`src/jhc_ram.sv`:
```
`default_nettype none

module jhc_ram #(
   parameter int WIDTH = 8,
   parameter int DEPTH = 16
) (
   input  wire logic                     clock,
   input  wire logic                     wr_en,
   input  wire logic [$clog2(DEPTH)-1:0] wr_addr,
   input  wire logic [WIDTH-1:0]         wr_data,
   input  wire logic                     rd_en,
   input  wire logic [$clog2(DEPTH)-1:0] rd_addr,
   output logic      [WIDTH-1:0]         rd_data
);

   logic [WIDTH-1:0] mem [DEPTH];
   logic [WIDTH-1:0] rd_data_ff;

   // one write port, one registered read port that holds when idle
   always_ff @(posedge clock) begin
      if (wr_en) begin
         mem[wr_addr] <= wr_data;
      end
      if (rd_en) begin
         rd_data_ff <= mem[rd_addr];
      end
   end

   assign rd_data = rd_data_ff;

endmodule

`default_nettype wire

```
`config.mk`:
```
export PLATFORM = sky130hd
export DESIGN_NAME = jhc_ram
export DESIGN_NICKNAME = d
export VERILOG_FILES = /design/src/jhc_ram.sv
export SDC_FILE = /design/constraint.sdc
export NUM_CORES = 1
export LEC_CHECK = 0
export BUFFER_PORTS_ARGS = -buffer_cell sky130_fd_sc_hd__buf_2
export CAP_MARGIN = 30
export CELL_PAD_IN_SITES_DETAIL_PLACEMENT = 1
export CELL_PAD_IN_SITES_GLOBAL_PLACEMENT = 2
export CORE_ASPECT_RATIO = 0.75
export CORE_MARGIN = 1
export CORE_UTILIZATION = 48
export CTS_CLUSTER_SIZE = 16
export DETAILED_ROUTE_END_ITERATION = 10
export PLACE_DENSITY = 0.86
export SYNTH_ARGS = -nofsm -noshare
export SYNTH_HDL_FRONTEND = slang
export SYNTH_SLANG_ARGS = --single-unit
```
`constraint.sdc`:
```
create_clock -name clock -period 2.65 [get_ports clock]
set_clock_uncertainty 0.2 [all_clocks]
set_input_delay 0.265 -clock clock [delete_from_list [all_inputs] [get_ports clock]]
set_output_delay 0.265 -clock clock [all_outputs]
set_load 0.05 [all_outputs]
```
==> results by group, run 1 <==
Outcome
  – Status: complete, no violations

Logic synthesis
  – Unique masters post-synth: 18
  – Synth async-reset ratio: 0
  – Yosys warnings: 0
  – Post-Syn Area: around 5200 µm²
  – Post-synthesis compound-gate area fraction: 0.02298
  – Most frequent cell after synthesis: edfxtp_1
  – Synth Area per Inst: 22.83 µm²
  – Most frequent cells after synthesis: edfxtp_1 (136), mux4_2 (18), a22oi_1 (16)
  – Post-Syn Instances: around 230
  – Syn_nets: 248
  – Yosys top cell by area: edfxtp_1
  – FF+latch count, synth: between 100 and 150
  – Share of the synthesized area in the top cell type: 0.7812
  – Top post-synthesis cells by area: edfxtp_1 (78%), mux4_2 (7.8%), mux4_1 (7.0%)
  – Post-synth EDFFs: approximately 140
  – Synth Area in Simple Gates: 0.03135
  – Top FF cell, synth: edfxtp_1
  – Seq/Total Area, Yosys: 0.7812
  – Post-synthesis mux area share: 0.1479
  – Main combinational cell family by area after synthesis: multiplexers
  – Synth Area in XOR/XNOR: 0
  – Adder-cell share of the synthesized area: 0

Route
  – Via count: roughly 2,500
  – DR DRC count: 0
  – Wirelength, routed: roughly 11,000 µm
  – Vias per cell: just under 6
  – Initial drt markers: 169
  – Antenna viol nets, final: 0
  – Wire length per cell: between 20 and 25 µm
  – Pre-antenna DRT Iters: 5

Critical path
  – Crit-path cells: mux4_1 > a22oi_1 > nand2_1
  – Crit path required time: roughly 2.6 ns
  – WP data arrival: 1.62 ns
  – Worst-path maximum fanout: 1
  – Largest stage delay on the critical path: roughly 0.52 ns
  – Setup CP Type: reg2reg
  – Setup crit start kind: register
  – Nature of the critical path endpoint: register
  – Critical path's slowest cell: mux4_1

Placed design
  – DP Worst Slack: 0.5981 ns
  – Global placer's final weighted congestion: 0.7200
  – Area after DPL: 5612 µm²
  – # placed instances: 402
  – Port bufs: 26
  – Post-DP HPWL: between 7000 and 8000 µm

Layout
  – Post-Layout Cell Count: between 400 and 500
  – Multi-input gate area in the final layout: between 1000 and 1500 µm²
  – Nets: around 300
  – Register area: a little over 4000 µm²
  – Antenna cell count: 0
  – Fraction of layout cells with a size suffix above 1: 0.3030
  – Filler cells: 895
  – Fin area: slightly above 6000 µm²
  – P&R area growth vs syn: 17.71%

Clock network
  – Clock Path Buffers: 2
  – H-tree depth: 4
  – Hold Buf Count CTS: 0
  – CTS tree: built
  – Post-CTS Setup Bufs: 0
  – Clock latency on the worst-skew pair: 0.41 ns
  – CTS root buf: clkbuf_16
  – TritonCTS Sinks: 136
  – Reg clk slew, reported paths: ~0.050 ns
  – Total CTS buffers: 17
  – Post_cts resized: 0

GRT
  – Vias in the first global route: between 2,000 and 3,000
  – Largest net degree at the start of global routing: 33
  – GRT overflow: 0
  – Initial antenna violation count: 0
  – Total GRT Usage: 0.2140
  – First-pass GRT wire length: about 16,000 µm

STA
  – Slew Limit Fails: 0
  – RSZ-0062 raised after global routing: false
  – Hold Slack: 0.02425 ns
  – Setup TNS: 0 ns
  – Slew of the pin with the lowest slew margin: around 0.74 ns
  – Setup slack after layout: roughly 0.98 ns
  – Final hold violations: 0
  – Fin crit period: 1.671 ns
  – Tcrit/Tclk final: 0.6304
  – Max Clk Rate: 0.5986 GHz
  – Max-slew headroom: 0.5069
  – Final setup violation count: 0

Floorplanning
  – Die footprint: around 11,000 µm²
  – Starting Density: 0.5002
  – Die outline width: 122.5 µm
  – Die height: 92.38 µm
  – I/O pin total: 27
  – Core area: about 10,000 µm²
  – Cell Rows: 32

Min path
  – Hold WC Path Type: in2reg

Flow run
  – Max cap viols: 0

Pwr
  – Peak supply drop: roughly 0.44 mV
  – P per Cell Area: about 800 nW/µm²
  – Pleak: about 2.1 nW
## cells by family after synthesis
logic type / Yosys count
mux: 32
flops: 136
buf+inv: 10
simple gates: 35
compound gates: 16
## final cells by class
class                      count  area share
tap                          136     0.02765
sequential                   136      0.6637
clock buffer                  18     0.06974
timing repair buffer          47     0.04880
multi-input combinational     83      0.1718
clock inverter                13     0.01830
## layout by cell type, fill, tap and decap left out, drive strengths merged, types with 4 or more instances in the layout
cell    synthesis  final
edfxtp        136    136
mux4           32     32
a22oi          16     16
nor3            4      4
buf             7     47
nand2           9      9
clkbuf          0     18
nor2           13     13
clkinv          0      9
## layer usage
layer	routed length [µm]	global-route usage
met1	4729	0.3022
met2	5220	0.3230
met3	729	0.05234
met4	113	0.08537
met5	0	0
## through the flow
| step | utilization | power [mW] |
|---|---|---|
| detailed placement | 0.5370 | 2.747 |
| finish | 0.5888 | 4.863 |
| global placement | 0.5370 | 2.730 |
| global route | 0.5888 | 4.994 |
| floorplan | - | 2.637 |
| CTS | 0.5888 | 4.907 |
## critical path, delay by kind of cell (launching register included)
| family | cells | cell delay [ns] |
|---|---|---|
| AOI/OAI and AO/OA | 1 | 0.23 |
| and+or+nand+nor | 1 | 0.10 |
| DFF | 1 | 0.37 |
| muxes | 1 | 0.52 |
## flip-flops by register name, summed over array words and instances (netlist names)
register and flops:
mem 128, rd_data 8
## worst paths after layout
path | start | end | slack, ns | cells past startpoint
max | mem[0][0] | rd_data[0] | 0.98 | 3
min | rd_en | rd_data[2] | 0.02 | 1
max reg2reg | mem[0][0] | rd_data[0] | 0.98 | 3
min reg2reg | mem[5][7] | rd_data[7] | 0.57 | 3
## where the power goes
group          internal, mW  total (mW)  switching (mW)
Combinational        0.0946       0.257           0.162
Clock                  1.35        2.16           0.816
Sequential             2.43        2.44          0.0157
Power figures use the tool's default switching activity.
==> inputs of run 2 (changes only) <==
==> constraint.sdc (replaced) <==
create_clock -name clock -period 1.7 [get_ports clock]
set_clock_uncertainty 0.2 [all_clocks]
set_input_delay 0.17 -clock clock [delete_from_list [all_inputs] [get_ports clock]]
set_output_delay 0.17 -clock clock [all_outputs]
set_load 0.05 [all_outputs]
==> results by group, run 2 (synthesis gave the netlist of run 1 again) <==
Outcome
  – Status: complete, no violations (unchanged)

Floorplanning
  – I/O pin total: 27 (unchanged)
  – Die height: 92.38 µm (unchanged)
  – Starting Density: 0.5002 (unchanged)
  – Core area: 10,450 µm² (unchanged)
  – Die footprint: 11,320 µm² (unchanged)
  – Die outline width: 122.5 µm (unchanged)
  – Cell Rows: 32 (unchanged)

Layout
  – Largest register FFs: 128 (unchanged)
  – Commonest non-fill, non-tap cell in the layout: edfxtp_1 (unchanged)
  – Biggest register: mem (unchanged)
  – Fraction of layout cells with a size suffix above 1: 0.3453 (was 0.3030)
  – P&R area growth vs syn: 22.83% (was 17.71%)
  – Antenna cell count: 0 (unchanged)
  – Post-Layout Cell Count: 443 (was 433)
  – Leading cell types in the layout, fill and taps excluded: edfxtp_1 (136), buf_2 (26), mux4_2 (21) (was edfxtp_1 (136), buf_2 (26), buf_4 (20))
  – Nets: 313 (was 304)

Min path
  – Hold WC Path Type: in2reg (unchanged)

GRT
  – Initial antenna violation count: 0 (unchanged)
  – Total GRT Usage: 0.2176 (was 0.2140)
  – GRT overflow: 0 (unchanged)
  – Largest net degree at the start of global routing: 24 (was 33)
  – First-pass GRT wire length: 16,430 µm (was 16,320 µm)
  – Vias in the first global route: 2,719 (was 2,670)

Pwr
  – Pleak: 2.179 nW (was 2.085 nW)
  – Clk network pwr share: 0.496 (was 0.445)
  – Sw Share: 0.2010 (was 0.2043)
  – P per Cell Area: 1309 nW/µm² (was 790.3 nW/µm²)
  – Peak supply drop: 0.8014 mV (was 0.4384 mV)
  – Total power draw: 8.406 mW (was 4.863 mW)
  – Seq pwr share: 0.452 (was 0.502)
  – Psw: 1.689 mW (was 993.8 µW)
  – Combinational fraction of design power: 0.051 (was 0.053)
  – Internal power: 6.717 mW (was 3.869 mW)

Placed design
  – Port bufs: 26 (unchanged)
  – Post-DP HPWL: 7068 µm (was 7198 µm)
  – # placed instances: 402 (unchanged)
  – Global placer's final weighted congestion: 0.7231 (was 0.7200)

STA
  – Final hold violations: 0 (unchanged)
  – Slew Limit Fails: 0 (unchanged)
  – Tcrit/Tclk final: 0.9751 (was 0.6304)
  – Max Clk Rate: 0.6033 GHz (was 0.5986 GHz)
  – Fin crit period: 1.658 ns (was 1.671 ns)
  – Max-slew headroom: 0.4171 (was 0.5069)
  – RSZ-0062 raised after global routing: false (unchanged)
  – Slew of the pin with the lowest slew margin: 0.8725 ns (was 0.7381 ns)
  – Final setup violation count: 0 (unchanged)

Flow run
  – Max cap viols: 0 (unchanged)

Route
  – Via count: 2,515 (was 2,519)
  – DR DRC count: 0 (unchanged)
  – Pre-antenna DRT Iters: 4 (was 5)
  – Initial drt markers: 233 (was 169)
  – Wirelength, routed: 10,950 µm (was 10,790 µm)
  – Wire length per cell: 24.72 µm (was 24.93 µm)
  – Vias per cell: 5.677 (was 5.818)
  – Antenna viol nets, final: 0 (unchanged)

Clock network
  – TritonCTS Sinks: 136 (unchanged)
  – Clock latency on the worst-skew pair: 0.41 ns (about the same)
  – H-tree depth: 4 (unchanged)
  – Post-CTS Setup Bufs: 0 (unchanged)
  – Total CTS buffers: 17 (unchanged)
  – Reg clk slew, reported paths: 0.06 ns (was 0.05 ns)
  – CTS root buf: clkbuf_16 (unchanged)
  – Clock Path Buffers: 2 (unchanged)
  – CTS tree: built (unchanged)

Critical path
  – Setup crit start kind: register (unchanged)
  – WP data arrival: 1.62 ns (about the same)
  – Worst-path maximum fanout: 1 (unchanged)
  – Setup CP Type: reg2reg (unchanged)
  – Crit path required time: 1.66 ns (was 2.60 ns)
  – Nature of the critical path endpoint: register (unchanged)
==> run 2: cell types whose count changed in the layout (fill, tap and decap cells not counted), sizes merged <==
cell / previous run / this run
bufinv: 2 / 6
dlygate4sd3: 0 / 9
clkinvlp: 2 / 3
clkinv: 9 / 3
inv: 0 / 2
==> run 2: power by group through the flow <==
| stage | Clock, mW | Sequential (mW) | Combinational, mW |
|---|---|---|---|
| detailed placement | 0 | 3.87 | 0.411 |
| floorplan | 0 | 3.92 | 0.191 |
| CTS | 4.24 | 3.80 | 0.436 |
| global route | 4.37 | 3.81 | 0.465 |
| finish | 4.17 | 3.80 | 0.432 |
| global placement | 0 | 3.87 | 0.395 |
==> run 2: per-layer routing <==
layer	track usage	routed length (µm)	vias up
met5	0	0	-
met4	0.07114	134	0
met3	0.06650	787	13
met2	0.3390	5424	95
met1	0.2943	4604	1299
li1	-	-	1108
==> run 2: metrics by stage <==
step / setup WS [ns] / TNS [ns] / hold slack, ns / util / cell area, µm²
2_1_floorplan: 0.04759 / 0 / 0.06887 / - / 5233
3_3_place_gp: -0.2346 / -1.394 / 0.3551 / 0.5399 / 5642
3_5_place_dp: -0.2512 / -1.588 / 0.3723 / 0.5399 / 5642
4_1_cts: 0.007357 / 0 / 0.1094 / 0.6134 / 6410
5_1_grt: 0.001885 / 0 / 0.1204 / 0.6145 / 6421
6_report: 0.04235 / 0 / 0.1285 / 0.6145 / 6421
==> run 2: critical path, stage by stage (launching register included) <==
cell and delay, ns:
edfxtp_1 0.38, mux4_1 0.55, a22oi_2 0.22, nand2_1 0.06
==> run 2: area by class of cell <==
type                       count  area, µm²
fill                         855       4029
sequential                   136       4084
clock inverter                14      246.5
multi-input combinational     83       1076
tap                          136      170.2
timing repair buffer          56      415.4
clock buffer                  18      429.2
==> run 2: final timing paths <==
kind | from | end | slack (ns) | depth (start not counted)
worst max-delay path | mem[10][4] | rd_data[4] | 0.04 | 3
worst max register to register | mem[10][4] | rd_data[4] | 0.04 | 3
worst min register to register | mem[15][2] | rd_data[2] | 0.55 | 3
worst min-delay path | wr_addr[0] | mem[0][6] | 0.13 | 3
==> run 2: repair_timing <==
| item | in CTS | in global routing |
|---|---|---|
| pin swaps | 1 | 3 |
| endpoints found under the hold margin | 136 | 0 |
| hold buffers | 9 | 0 |
| gates resized for setup | 4 | 4 |
| setup endpoints to repair | 4 | 5 |
==> inputs of run 3 (changes only) <==
--- a/config.mk
+++ b/config.mk
@@ -14,7 +14,7 @@
 export CORE_UTILIZATION = 48
 export CTS_CLUSTER_SIZE = 16
 export DETAILED_ROUTE_END_ITERATION = 10
-export PLACE_DENSITY = 0.86
+export PLACE_DENSITY = 0.84
 export SYNTH_ARGS = -nofsm -noshare
 export SYNTH_HDL_FRONTEND = slang
 export SYNTH_SLANG_ARGS = --single-unit
==> results by group, run 3 (synthesis gave the netlist of run 1 again) <==
Layout
  – Nets: 315 (was 313)
  – Largest register FFs: 128 (unchanged)
  – Fraction of layout cells with a size suffix above 1: 0.3495 (was 0.3453)
  – Commonest non-fill, non-tap cell in the layout: edfxtp_1 (unchanged)
  – Multi-input gate area in the final layout: 1092 µm² (was 1076 µm²)
  – Post-Layout Cell Count: 445 (was 443)
  – Biggest register: mem (unchanged)
  – Leading cell types in the layout, fill and taps excluded: edfxtp_1 (136), buf_2 (26), mux4_2 (20) (was edfxtp_1 (136), buf_2 (26), mux4_2 (21))
  – Utilization after layout: 0.6169 (was 0.6145)
  – P&R area growth vs syn: 23.31% (was 22.83%)
  – Antenna cell count: 0 (unchanged)
  – Register area: 4084 µm² (unchanged)
  – Filler cells: 859 (was 855)

Route
  – Wl on met1: 4945 µm (was 4604 µm)
  – Wire length per cell: 25.41 µm (was 24.72 µm)
  – Met2 routed WL: 5663 µm (was 5424 µm)
  – Wirelength, routed: 11,310 µm (was 10,950 µm)
  – Vias per cell: 5.827 (was 5.677)
  – Via count: 2,593 (was 2,515)
  – Metal3 WL: 528 µm (was 787 µm)
  – Antenna viol nets, final: 0 (unchanged)
  – Initial drt markers: 199 (was 233)
  – DR DRC count: 0 (unchanged)
  – DR top layer: met4 (unchanged)
  – Pre-antenna DRT Iters: 5 (was 4)

Placed design
  – Post-DP HPWL: 7093 µm (was 7068 µm)
  – DP Worst Slack: -0.2859 ns (was -0.2512 ns)
  – # placed instances: 404 (was 402)
  – Global placer's final weighted congestion: 0.7021 (was 0.7231)
  – Port bufs: 26 (unchanged)

Clock network
  – CTS tree: built (unchanged)
  – TritonCTS Sinks: 136 (unchanged)
  – CTS root buf: clkbuf_16 (unchanged)
  – Reg clk slew, reported paths: 0.06 ns (about the same)
  – Post-CTS Setup Bufs: 0 (unchanged)
  – Clock latency on the worst-skew pair: 0.41 ns (about the same)
  – Clock Path Buffers: 2 (unchanged)
  – H-tree depth: 4 (unchanged)
  – Total CTS buffers: 17 (unchanged)

Critical path
  – Crit-path cells: mux4_1 > a22oi_2 > nand2_1 (unchanged)
  – R2r setup slk: 0.03 ns (was 0.04 ns)
  – CP top delay family: multiplexers (unchanged)
  – Worst-path maximum fanout: 1 (unchanged)
  – Setup crit start kind: register (unchanged)
  – Worst Path Buf+Inv: 0 (unchanged)
  – Setup CP Type: reg2reg (unchanged)
  – WP data arrival: 1.62 ns (about the same)
  – Largest stage delay on the critical path: 0.55 ns (about the same)
  – Critical path's slowest cell: mux4_1 (unchanged)
  – Nature of the critical path endpoint: register (unchanged)
  – Crit path required time: 1.66 ns (about the same)

Floorplanning
  – Die height: 92.38 µm (unchanged)
  – Core area: 10,450 µm² (unchanged)
  – Starting Density: 0.5002 (unchanged)
  – Cell Rows: 32 (unchanged)
  – Die footprint: 11,320 µm² (unchanged)
  – I/O pin total: 27 (unchanged)
  – Die outline width: 122.5 µm (unchanged)

GRT
  – Largest net degree at the start of global routing: 24 (unchanged)
  – Vias in the first global route: 2,819 (was 2,719)
  – First-pass GRT wire length: 16,740 µm (was 16,430 µm)
  – Initial antenna violation count: 0 (unchanged)
  – Total GRT Usage: 0.2224 (was 0.2176)
  – GRT overflow: 0 (unchanged)

Pwr
  – Combinational fraction of design power: 0.055 (was 0.051)
  – Total power draw: 8.335 mW (was 8.406 mW)
  – Peak supply drop: 0.7590 mV (was 0.8014 mV)
  – Sw Share: 0.1965 (was 0.2010)
  – Psw: 1.638 mW (was 1.689 mW)
  – Pleak: 2.200 nW (was 2.179 nW)
  – P per Cell Area: 1293 nW/µm² (was 1309 nW/µm²)
  – Internal power: 6.697 mW (was 6.717 mW)
  – Clk network pwr share: 0.489 (was 0.496)
  – Seq pwr share: 0.456 (was 0.452)

STA
  – Tcrit/Tclk final: 0.9797 (was 0.9751)
  – Hold Slack: 0.1339 ns (was 0.1285 ns)
  – Max Clk Rate: 0.6004 GHz (was 0.6033 GHz)
  – Slew Limit Fails: 0 (unchanged)
  – Setup slack after layout: 0.03452 ns (was 0.04235 ns)
  – Fin crit period: 1.665 ns (was 1.658 ns)
  – Final setup violation count: 0 (unchanged)
  – Slew of the pin with the lowest slew margin: 0.8451 ns (was 0.8725 ns)
  – Max-slew headroom: 0.4345 (was 0.4171)
  – Final hold violations: 0 (unchanged)

Flow run
  – Max cap viols: 0 (unchanged)

Min path
  – Hold WC Path Type: in2reg (unchanged)

Outcome
  – Status: complete, no violations (unchanged)
## run 3: cell count changes in the layout (fill, tap and decap cells not counted), moves of 2 or more
cell / delta
clkinv_4: -2
a22oi_2: +2
a22oi_1: -2
clkinvlp_4: -2
clkinv_1: +2
clkinv_2: +3
## run 3: worst paths after layout
path / end / startpoint / cells after the start
setup / recovery: rd_data[2] / mem[1][2] / 3
hold / removal: mem[0][5] / wr_addr[0] / 3
setup reg to reg: rd_data[2] / mem[1][2] / 3
hold reg to reg: rd_data[7] / mem[8][7] / 3
## run 3: worst reg2reg max path: cells and delay by family, from the launching register on
kind	cells	cell delay, ns
and+or+nand+nor	1	0.07
AOI/OAI and AO/OA	1	0.23
muxes	1	0.55
DFF	1	0.36
## run 3: per-stage QoR
step	instance area [µm²]	TNS, ns
5_1_grt	6446	-0.006950
3_5_place_dp	5669	-1.632
6_report	6446	0
4_1_cts	6429	0
3_3_place_gp	5669	-1.379
2_1_floorplan	5233	0
## run 3: power by group through the flow
| stage | Sequential (mW) | Combinational (mW) | Clock [mW] |
|---|---|---|---|
| after CTS | 3.81 | 0.453 | 4.14 |
| after global placement | 3.87 | 0.412 | 0 |
| final | 3.80 | 0.455 | 4.08 |
| after floorplan | 3.92 | 0.191 | 0 |
| after detailed placement | 3.87 | 0.426 | 0 |
| after global routing | 3.81 | 0.487 | 4.25 |
## run 3: per-layer routing
| layer | GRT usage | vias to the layer above |
|---|---|---|
| met5 | 0 | - |
| met4 | 0.08435 | 0 |
| met3 | 0.04988 | 14 |
| met2 | 0.3563 | 96 |
| met1 | 0.3000 | 1369 |
| li1 | - | 1114 |
## run 3: final cells by class
class	instances	share of cell area
flip-flops and latches	136	0.6335
multi-input cells	83	0.1694
repair buffers	58	0.06871
clock buffers	18	0.06658
clock inverters	14	0.03533
well taps	136	0.02640
## run 3: timing repair
action,CTS,global route
gates resized for setup,3,7
hold buffers,9,0
pin swaps,2,2
endpoints found under the hold margin,136,0
endpoints found under the setup margin,2,5
